**src/design/hgap_pkg.sv**
```systemverilog
package hgap_pkg;

  // Fixed field widths of the item channels and the configuration register.
  localparam int CMD_W    = 2;
  localparam int CELL_W   = 10;
  localparam int STATUS_W = 2;
  localparam int RAD_W    = 5;

  localparam logic [RAD_W-1:0] RAD_RESET = 5'd16;

  localparam int NUM_DIRS = 6;

  typedef enum logic [CMD_W-1:0] {
    CMD_SET  = 2'd0,
    CMD_FIND = 2'd1,
    CMD_READ = 2'd2,
    CMD_NOP  = 2'd3
  } hgap_cmd_t;

  localparam logic [STATUS_W-1:0] STAT_OK      = 2'd0;
  localparam logic [STATUS_W-1:0] STAT_NO_PATH = 2'd1;
  localparam logic [STATUS_W-1:0] STAT_BAD     = 2'd2;

  // Per-cell search mark: bit 0 is open, bit 1 is closed.
  localparam logic [1:0] MARK_FREE   = 2'b00;
  localparam logic [1:0] MARK_OPEN   = 2'b01;
  localparam logic [1:0] MARK_CLOSED = 2'b10;

  typedef enum logic [4:0] {
    ST_CLEAR, ST_IDLE, ST_SETUP, ST_SIZE, ST_DECODE, ST_DIV, ST_EXIST, ST_MCLR,
    ST_INIT_GO, ST_INIT_WAIT, ST_SCAN, ST_CLOSE, ST_CLOSE2, ST_NB0, ST_NB1,
    ST_NB2, ST_NB_GO, ST_NB_WAIT, ST_P0, ST_P1, ST_W0, ST_W1, ST_RD0, ST_RD1,
    ST_DONE
  } hgap_state_t;

  typedef enum logic [1:0] {
    HS_IDLE, HS_MUL, HS_SUM, HS_ROOT
  } hgap_hstate_t;

  // Axial step of each of the six neighbor directions.
  function automatic logic signed [1:0] step_q(input logic [2:0] d);
    logic signed [1:0] v;
    case (d)
      3'd1, 3'd2: v = -2'sd1;
      3'd4, 3'd5: v = 2'sd1;
      default:    v = 2'sd0;
    endcase
    return v;
  endfunction

  function automatic logic signed [1:0] step_r(input logic [2:0] d);
    logic signed [1:0] v;
    case (d)
      3'd0, 3'd1: v = 2'sd1;
      3'd3, 3'd4: v = -2'sd1;
      default:    v = 2'sd0;
    endcase
    return v;
  endfunction

endpackage

```
**src/design/hgap_heur.sv**
```systemverilog
module hgap_heur #(
  parameter int MAX_RADIUS = 16
) (
  input  logic                                  clk,
  input  logic                                  rst,
  input  logic                                  start,
  input  logic signed [$clog2(2*MAX_RADIUS):0]  dq,
  input  logic signed [$clog2(2*MAX_RADIUS):0]  dr,
  output logic                                  done,
  output logic [((2*$clog2(2*MAX_RADIUS)+13)+1)/2-1:0] h
);
  import hgap_pkg::*;

  localparam int XW  = $clog2(2*MAX_RADIUS);
  localparam int PDW = 2*XW + 3;
  localparam int VW  = PDW + 10;
  localparam int HW  = (VW + 1) / 2;
  localparam int SW  = 2 * HW;
  localparam int NW  = $clog2(HW + 1);

  hgap_hstate_t          hs, hs_next;
  logic signed [XW:0]    aq, ar, aq_next, ar_next;
  logic signed [PDW-1:0] t1, t1_next, dsum;
  logic [SW-1:0]         rem, res, bitv, rem_next, res_next, bitv_next;
  logic [NW-1:0]         cnt, cnt_next;
  logic                  done_next;

  always_ff @(posedge clk) begin
    if (rst) begin
      hs   <= HS_IDLE;
      done <= 1'b0;
    end else begin
      hs   <= hs_next;
      done <= done_next;
    end
    aq   <= aq_next;
    ar   <= ar_next;
    t1   <= t1_next;
    rem  <= rem_next;
    res  <= res_next;
    bitv <= bitv_next;
    cnt  <= cnt_next;
  end

  assign h = res[HW-1:0];

  // Distance term, then a digit-by-digit square root of 768 times it.
  always_comb begin
    hs_next   = hs;
    aq_next   = aq;
    ar_next   = ar;
    t1_next   = t1;
    rem_next  = rem;
    res_next  = res;
    bitv_next = bitv;
    cnt_next  = cnt;
    done_next = 1'b0;
    dsum      = t1 + PDW'(ar) * PDW'(ar);
    unique case (hs)
      HS_IDLE: begin
        if (start) begin
          aq_next = dq;
          ar_next = dr;
          hs_next = HS_MUL;
        end
      end
      HS_MUL: begin
        t1_next = PDW'(aq) * (PDW'(aq) + PDW'(ar));
        hs_next = HS_SUM;
      end
      HS_SUM: begin
        rem_next  = (SW'(unsigned'(dsum)) << 9) + (SW'(unsigned'(dsum)) << 8);
        res_next  = '0;
        bitv_next = SW'(1) << (SW - 2);
        cnt_next  = '0;
        hs_next   = HS_ROOT;
      end
      HS_ROOT: begin
        if (rem >= res + bitv) begin
          rem_next = rem - (res + bitv);
          res_next = (res >> 1) + bitv;
        end else begin
          res_next = res >> 1;
        end
        bitv_next = bitv >> 2;
        cnt_next  = cnt + NW'(1);
        if (cnt == NW'(HW - 1)) begin
          done_next = 1'b1;
          hs_next   = HS_IDLE;
        end
      end
      default: hs_next = HS_IDLE;
    endcase
  end

endmodule

```
**config.mk**
```make
export PLATFORM = sky130hd
export DESIGN_NAME = hgap_heur
export DESIGN_NICKNAME = d
export VERILOG_FILES = /design/src/design/hgap_pkg.sv /design/src/design/hgap_heur.sv
export SDC_FILE = /design/constraint.sdc
export NUM_CORES = 1
export LEC_CHECK = 0
export CORE_ASPECT_RATIO = 0.5
export CORE_MARGIN = 5
export CORE_UTILIZATION = 65
export DETAILED_ROUTE_END_ITERATION = 8
export DONT_BUFFER_PORTS = 1
export PLACE_DENSITY = 0.81
export SLEW_MARGIN = 20
export SYNTH_ARGS = -nofsm -noshare
export SYNTH_HDL_FRONTEND = slang
export SYNTH_SLANG_ARGS = --single-unit
```
**constraint.sdc**
```tcl
create_clock -name clk -period 13.9 [get_ports clk]
set_input_delay 1.39 -clock clk [delete_from_list [all_inputs] [get_ports clk]]
set_output_delay 1.39 -clock clk [all_outputs]
set_load 0.005 [all_outputs]
```
Yosys cells after proc, flatten, opt, wreduce, memory -nomap -nowiden:

Index checks and enable logic that the tools add are counted.

* flip-flop bits (word level): 104
* latch bits: 0
* bits in writable memories: 0
* bits in read-only memories: 0
* input port bits: 15
* output and inout port bits: 13
* word-level logic and storage cells: 43
* memories kept: 0

* add/subtract/negate cells: 7
* multipliers: 2
* div/mod/pow operators: 0
* $lt $le $gt $ge: 1
* equality and inequality tests: 7
* shift operators: 0
* multiplexer cells: 10
* bitwise gates (word level): 1
* reduce and logical (&&, ||, !) cells: 6

Operators with widths (count)
* $pmux W24 S2: 3
* $mux W24: 2
* $add A23 B24 Y24: 1
* $add A24 B24 Y24: 1
* $ge A24 B24 Y1: 1
* $sub A24 B24 Y24: 1
* $add A22 B21 Y23: 1
* $add A13 B12 Y13: 1
* $mul A6 B7 Y13: 1
* $mul A6 B6 Y12: 1
* $pmux W2 S4: 1
* $pmux W4 S2: 1
* $add A6 B6 Y7: 1
* $ne A2 B2 Y1 const B: 3
* $reduce_and A2 Y1: 3
* $add A4 B1 Y4 const B: 1
* $eq A2 B2 Y1 const B: 2
* $eq A4 B4 Y1 const B: 1
* $mux W2: 2
* $eq A2 B1 Y1 const B: 1
* $logic_not A2 Y1: 1
* $reduce_bool A2 Y1: 1
* $reduce_or A2 Y1: 1
* $mux W1: 1
* $not A1 Y1: 1

Logic depth before layout (Yosys ltp):

Gate-level depths: netlist of the first run.

* word-level depth: 4
* mapped depth: 24

Worst setup path before layout of the first run:

No wires, ideal clock.

* path type: reg-to-reg
* start: register res[2]
* end: register rem[0] (enable)
* arrival: 5387 ps
* data required time: 13458 ps
* slack: 8071 ps
* stages on the path, launching flop included: 18
* buffers on the path: 1
* cell sequence: edfxtp_1 -> ha_1 -> a31oi_1 -> o21bai_1 -> a31oi_1 -> o221a_2 -> o21bai_1 -> xnor2_1 -> ha_1 -> and3_1 -> nand2_1 -> nor4_1 -> a21oi_1 -> and3b_1 -> a221oi_2 -> buf_6 -> nor2_4 -> a21boi_0

* word-level cells in the longest chain between the ends: 4

Ends and longest elaborated chain
* from (decl): RTL line hgap_heur.sv:24 `logic [SW-1:0] rem, res, bitv, rem_next, res_next, bitv_next;`
* from (signal assigned): RTL line hgap_heur.sv:40 `res <= res_next;`
* $add A24 B24 Y24: RTL line hgap_heur.sv:79 `if (rem >= res + bitv) begin`
* $ge A24 B24 Y1: RTL line hgap_heur.sv:79
* $ne A2 B2 Y1 (no source line)
* $reduce_and A2 Y1 (no source line)
* to (signal assigned): RTL line hgap_heur.sv:39 `rem <= rem_next;`
* to (decl): RTL line hgap_heur.sv:24

No other way between the ends.
A chain may end at the register's enable or synchronous reset.

Worst setup path after layout of the first run:

* start: register aq[1]
* end: register t1[12] (data pin)

* word-level cells in the longest chain between the ends: 2

Ends and longest elaborated chain
* from (decl): RTL line hgap_heur.sv:22 `logic signed [XW:0] aq, ar, aq_next, ar_next;`
* from (signal assigned): RTL line hgap_heur.sv:36 `aq <= aq_next;`
* $add A6 B6 Y7: RTL line hgap_heur.sv:68 `t1_next = PDW'(aq) * (PDW'(aq) + PDW'(ar));`
* $mul A6 B7 Y13 *: RTL line hgap_heur.sv:68
* to (signal assigned): RTL line hgap_heur.sv:38 `t1 <= t1_next;`
* to (decl): RTL line hgap_heur.sv:23 `logic signed [PDW-1:0] t1, t1_next, dsum;`

Every way passes the cells marked *; elsewhere a longest branch is shown, timed or not.

==> results of run 1 <==
==> worst max-delay path: stages (launching register included) <==
cell      delay (ns)
edfxtp_1        0.54
ha_1            0.35
a21o_1          0.17
a21oi_1         0.24
o21bai_1        0.10
a21oi_1         0.19
xnor2_1         0.28
and2_1          0.23
fa_1            0.41
inv_1           0.08
fa_1            0.44
fa_1            0.55
inv_1           0.05
fa_1            0.51
fa_1            0.47
a21oi_1         0.15
nor2_1          0.06
nor2_1          0.25
o21bai_1        0.12
a21oi_1         0.22
o21bai_1        0.08
a21oi_1         0.18
xnor2_1         0.10
==> layer usage <==
layer,part of all wire (%),track usage (%),vias to the layer above
li1,-,-,3706
met3,5.8,4.43,32
met2,48,40.1,237
met4,1.7,4.76,0
met1,44,29.1,3593
met5,0,0,-
==> registers in the layout, indices dropped and copies added, names as in the netlist <==
name	cells
cnt	4
hs	2
aq	6
res	24
ar	6
bitv	12
t1	13
done	1
rem	24
==> Yosys cell counts, drive strengths merged, types with 5 or more instances <==
cell    count
a211oi      8
a21o       15
a21oi      64
a31oi      25
and2       31
and3        7
buf        17
clkbuf     16
edfxtp     89
fa         63
ha        130
inv       118
nand2      97
nand2b      9
nand3      14
nand4b      5
nor2       75
nor2b      16
nor3       20
o21ai      44
o21bai     16
o311a      10
o311ai      5
o31ai       8
or3        13
xnor2      55
xor2       36
==> worst paths after layout <==
| check | endpoint | depth (start not counted) | slack [ns] | startpoint |
|---|---|---|---|---|
| max | t1[12] | 22 | 7.89 | aq[1] |
| min | hs[0] | 2 | 0.56 | hs[0] |
| max reg2reg | t1[12] | 22 | 7.89 | aq[1] |
| min reg2reg | hs[0] | 2 | 0.56 | hs[0] |
==> metrics by stage <==
| stage | util [%] | setup WS (ns) |
|---|---|---|
| 6_report | 68.7 | 7.89 |
| 2_1_floorplan | - | 8.07 |
| 4_1_cts | 68.7 | 7.92 |
| 5_1_grt | 68.7 | 7.43 |
| 3_5_place_dp | 66.9 | 7.93 |
| 3_3_place_gp | 66.9 | 8.13 |
==> area by class of cell <==
class | count | area share (%)
Multi-Input combinational cell | 826 | 64.3
Sequential cell | 92 | 25.9
Inverter | 118 | 4.20
Tap cell | 204 | 2.42
Clock buffer | 9 | 2.14
Clock inverter | 7 | 0.558
Timing Repair Buffer | 6 | 0.427
==> cell usage in the layout, fill, tap and decap left out, drive strengths merged, types with 14 or more instances in the layout <==
cell type,count
edfxtp,89
nor2,75
xor2,36
nor3,20
inv,121
and2,31
nand2,97
a21oi,64
xnor2,55
o21bai,16
fa,63
nor2b,16
nand3,14
a31oi,25
a21o,15
ha,130
o21ai,44
==> logic make-up after synthesis <==
| logic type | after synthesis | share of synthesized area (%) |
|---|---|---|
| mux | 7 | 0.729 |
| buf+inv | 151 | 6.19 |
| fa+ha+maj | 193 | 28.5 |
| flops | 92 | 27.0 |
| compound gates | 225 | 14.6 |
| simple gates | 310 | 15.0 |
| xor+xnor | 91 | 7.95 |
==> reports/metrics.yaml, run 1 <==
dieArea_mm2: 0.0183
core_mm2: 0.0153
place_area_mm2: 0.0103
synth_area_leaders: "edfxtp_1 26%, ha_1 16%, fa_1 12%"
path_clk_slew_ns: 0.07
synth_ff_type: "edfxtp_1"
ys_seq_area_share_pct: 27.0
synth_fp_nets: 1277
synth_top_area_share_pct: 26.4
yosysTopAreaCell: "edfxtp_1"
fp.dieW_um: 186
clk_path_buf_depth: 2
critPathKind: "flop to flop"
root_buffer: "clkbuf_16"
drive_gt1_share_pct: 3.88
start_kind: "flop"
num_vias: 7568
firstDrtPassIters: 5
grt_pass1_wl_mm: 35.0
ios: 28
cts-resized-gates: 0
hold_path_class: "flop to flop"
clock-skew-final_ns: 0.0136
cp-end-kind: "flop"
numCtsBuffers: 9
finalInstanceArea_mm2: 0.0105
drt_iter0_drc: 491
synth_edf_count: 89
ctsHoldBuffers: 0
seqCellArea_mm2: 0.00273
rsz0062_at_grt: "no"
rows: 32
crit_fanout: 9
place_congestion: 0.896
status: "finished clean"
multi_input_area_mm2: 0.00678
drc_errors: 0
io_buffers: 0
clk_latency_ns: 0.36
antennaDiodeCount: 0
postCtsSetupRepairBufs: 0
yosys_warnings: 0
start_util_pct: 66.0
nFillCells: 1158
maxCapViolCount: 0
setup_viol_count_final: 0
async_reset_ff_share_pct: 0
ys_types: 69
via_per_inst: 6.00
syn2layout_area_growth_pct: 4.13
globalRouteOverflowTotal: 0
synthCells: 1069
antenna_found_initial: 0
arrival_ns: 6.11
dp_cells: 1246
grt_pass1_vias: 7595
synth-seq-cells: 92
finalNonFillerCells: 1262
period_share_pct: 43.2
hold_viol: 0
die_y_um: 98.2
wl_mm: 20.2
drtAntennaViolNets: 0
wl_per_cell_um: 16.0
tightest_slew_ns: 0.757
grt_usage_pct: 22.6
h-tree-depth: 3
report.final.slew_viol_count: 0
cts_sinks: 92
post-dp-hpwl_mm: 15.3
synth_area_mm2: 0.0101
syn_area_per_cell_um2: 9.47
worstPathRequired_ns: 14.00
relSlewSlack_pct: 49.5
fmax_ghz: 0.166
nets: 1261
min_period_ns: 6.01
grt_max_degree: 77
cts_tree: "yes"
fin_setup_tns_ns: 0
whs_ns: 0.565
Power of run 1 is left out: the tool's default activity adds up to more than one toggle a clock period on the data nets, which glitch-free logic cannot reach.
==> inputs of run 2 (changes only) <==
Clock period 13.9 ns to 6.1 ns, I/O delays scaled along.
==> run 2 against run 1 <==
Effect of this change: count of clock-buffer cells in the layout did not move; setup slack got worse by 7.6 ns; wire length rose by 3.2%; critical path depth rose by 1; critical path type unchanged; critical endpoint is now rem[21].
==> reports/metrics.yaml, run 2 (synthesis results as in run 1) <==
status: "finished clean"
critPathKind: "flop to flop"
min_period_ns: 5.77
crit_fanout: 6
nets: 1268
finalInstanceArea_mm2: 0.0106
h-tree-depth: 3
final_cell_mix: "128 x ha_1, 117 x inv_1, 97 x nand2_1"
ctsHoldBuffers: 0
finalNonFillerCells: 1270
clk_path_buf_depth: 2
period_share_pct: 94.6
hold_viol: 0
path_clk_slew_ns: 0.08
die_y_um: 98.2
grt_max_degree: 77
start_kind: "flop"
report.final.slew_viol_count: 0
fin_setup_tns_ns: 0
clock-skew-final_ns: 0.0115
grt_pass1_vias: 7614
maxCapViolCount: 0
place_congestion: 0.881
relSlewSlack_pct: 32.7
place_area_mm2: 0.0103
holdPathStages: 1
arrival_ns: 6.01
core_mm2: 0.0153
setup_viol_count_final: 0
syn2layout_area_growth_pct: 5.13
numCtsBuffers: 9
nFillCells: 1147
num_vias: 7553
r2r_cells: 23
cts_sinks: 92
dieArea_mm2: 0.0183
cp-end-kind: "flop"
wl_mm: 20.9
wl_per_cell_um: 16.4
drt_iter0_drc: 400
grt_pass1_wl_mm: 35.3
fmax_ghz: 0.173
via_per_inst: 5.95
worstPathRequired_ns: 6.34
start_util_pct: 66.0
antenna_found_initial: 1
fp.dieW_um: 186
hold_path_class: "primary input to flop"
whs_ns: 0.323
firstDrtPassIters: 5
drtAntennaViolNets: 0
rows: 32
globalRouteOverflowTotal: 0
dp_cells: 1250
tightest_slew_ns: 1.01
reg.largest.list: "rem x24, res x24, t1 x13"
cts_tree: "yes"
clk_latency_ns: 0.36
final_common_cell: "ha_1"
io_buffers: 0
drive_gt1_share_pct: 5.35
grt_usage_pct: 23.0
ios: 28
root_buffer: "clkbuf_16"
post-dp-hpwl_mm: 15.8
drc_errors: 0
==> run 2: cell count changes in the layout (fill, tap and decap cells not counted), sizes merged <==
cell	change
inv	-1
diode	+1
buf	+7
clkinvlp	-1
clkinv	+2
==> run 2: area by class of cell <==
cell class / instances / area [um^2] / area share [%]
well taps: 204 / 255 / 2.40
multi-input cells: 826 / 6810 / 64.0
diodes: 1 / 2.50 / 0.0235
inverters: 118 / 443 / 4.16
repair buffers: 13 / 97.6 / 0.917
flip-flops and latches: 92 / 2730 / 25.7
clock buffers: 9 / 225 / 2.12
clock inverters: 7 / 70.1 / 0.659
==> run 2: metrics by stage <==
stage	worst slack, ns	util [%]
floorplan	0.271	-
global placement	0.394	67.1
detailed placement	0.245	67.1
CTS	0.227	69.0
global route	-0.0751	69.4
finish	0.330	69.4
==> run 2: per-layer routing <==
metal,part of all wire [%],global-route usage (%),vias to the layer above
met3,5.5,5.00,32
met4,1.4,4.59,2
met2,49,41.0,171
met5,0.062,0,-
met1,44,29.2,3621
li1,-,-,3727
==> run 2: timing repair <==
| item | CTS | global route |
|---|---|---|
| buffers inserted | 0 | 3 |
| resized for setup | 0 | 8 |
| endpoints found under the setup margin | 0 | 5 |
| hold endpoints to repair | 0 | 0 |
==> run 2: path summary, 6_finish.rpt <==
path,startpoint,slack (ns),endpoint
setup / recovery,ar[1],0.33,rem[21]
hold / removal,rst,0.32,hs[0]
setup reg to reg,ar[1],0.33,rem[21]
hold reg to reg,hs[0],0.55,hs[0]
==> run 2: critical path, stage by stage (launching register included) <==
cell and delay (ns):
edfxtp_1 0.45, inv_1 0.18, nor2_1 0.11, fa_1 0.59, inv_1 0.14, fa_1 0.55, inv_1 0.05, fa_1 0.52
inv_1 0.05, fa_1 0.52, inv_1 0.05, ha_1 0.39, nand3_1 0.09, o211ai_1 0.25, nor2_1 0.08, xnor2_1 0.22
ha_1 0.27, nor3_1 0.08, nor2_1 0.14, o41ai_2 0.10, o21ai_0 0.28, a21oi_1 0.14, o32a_1 0.34, nand3_1 0.06
Power of run 2 is left out for the same reason.
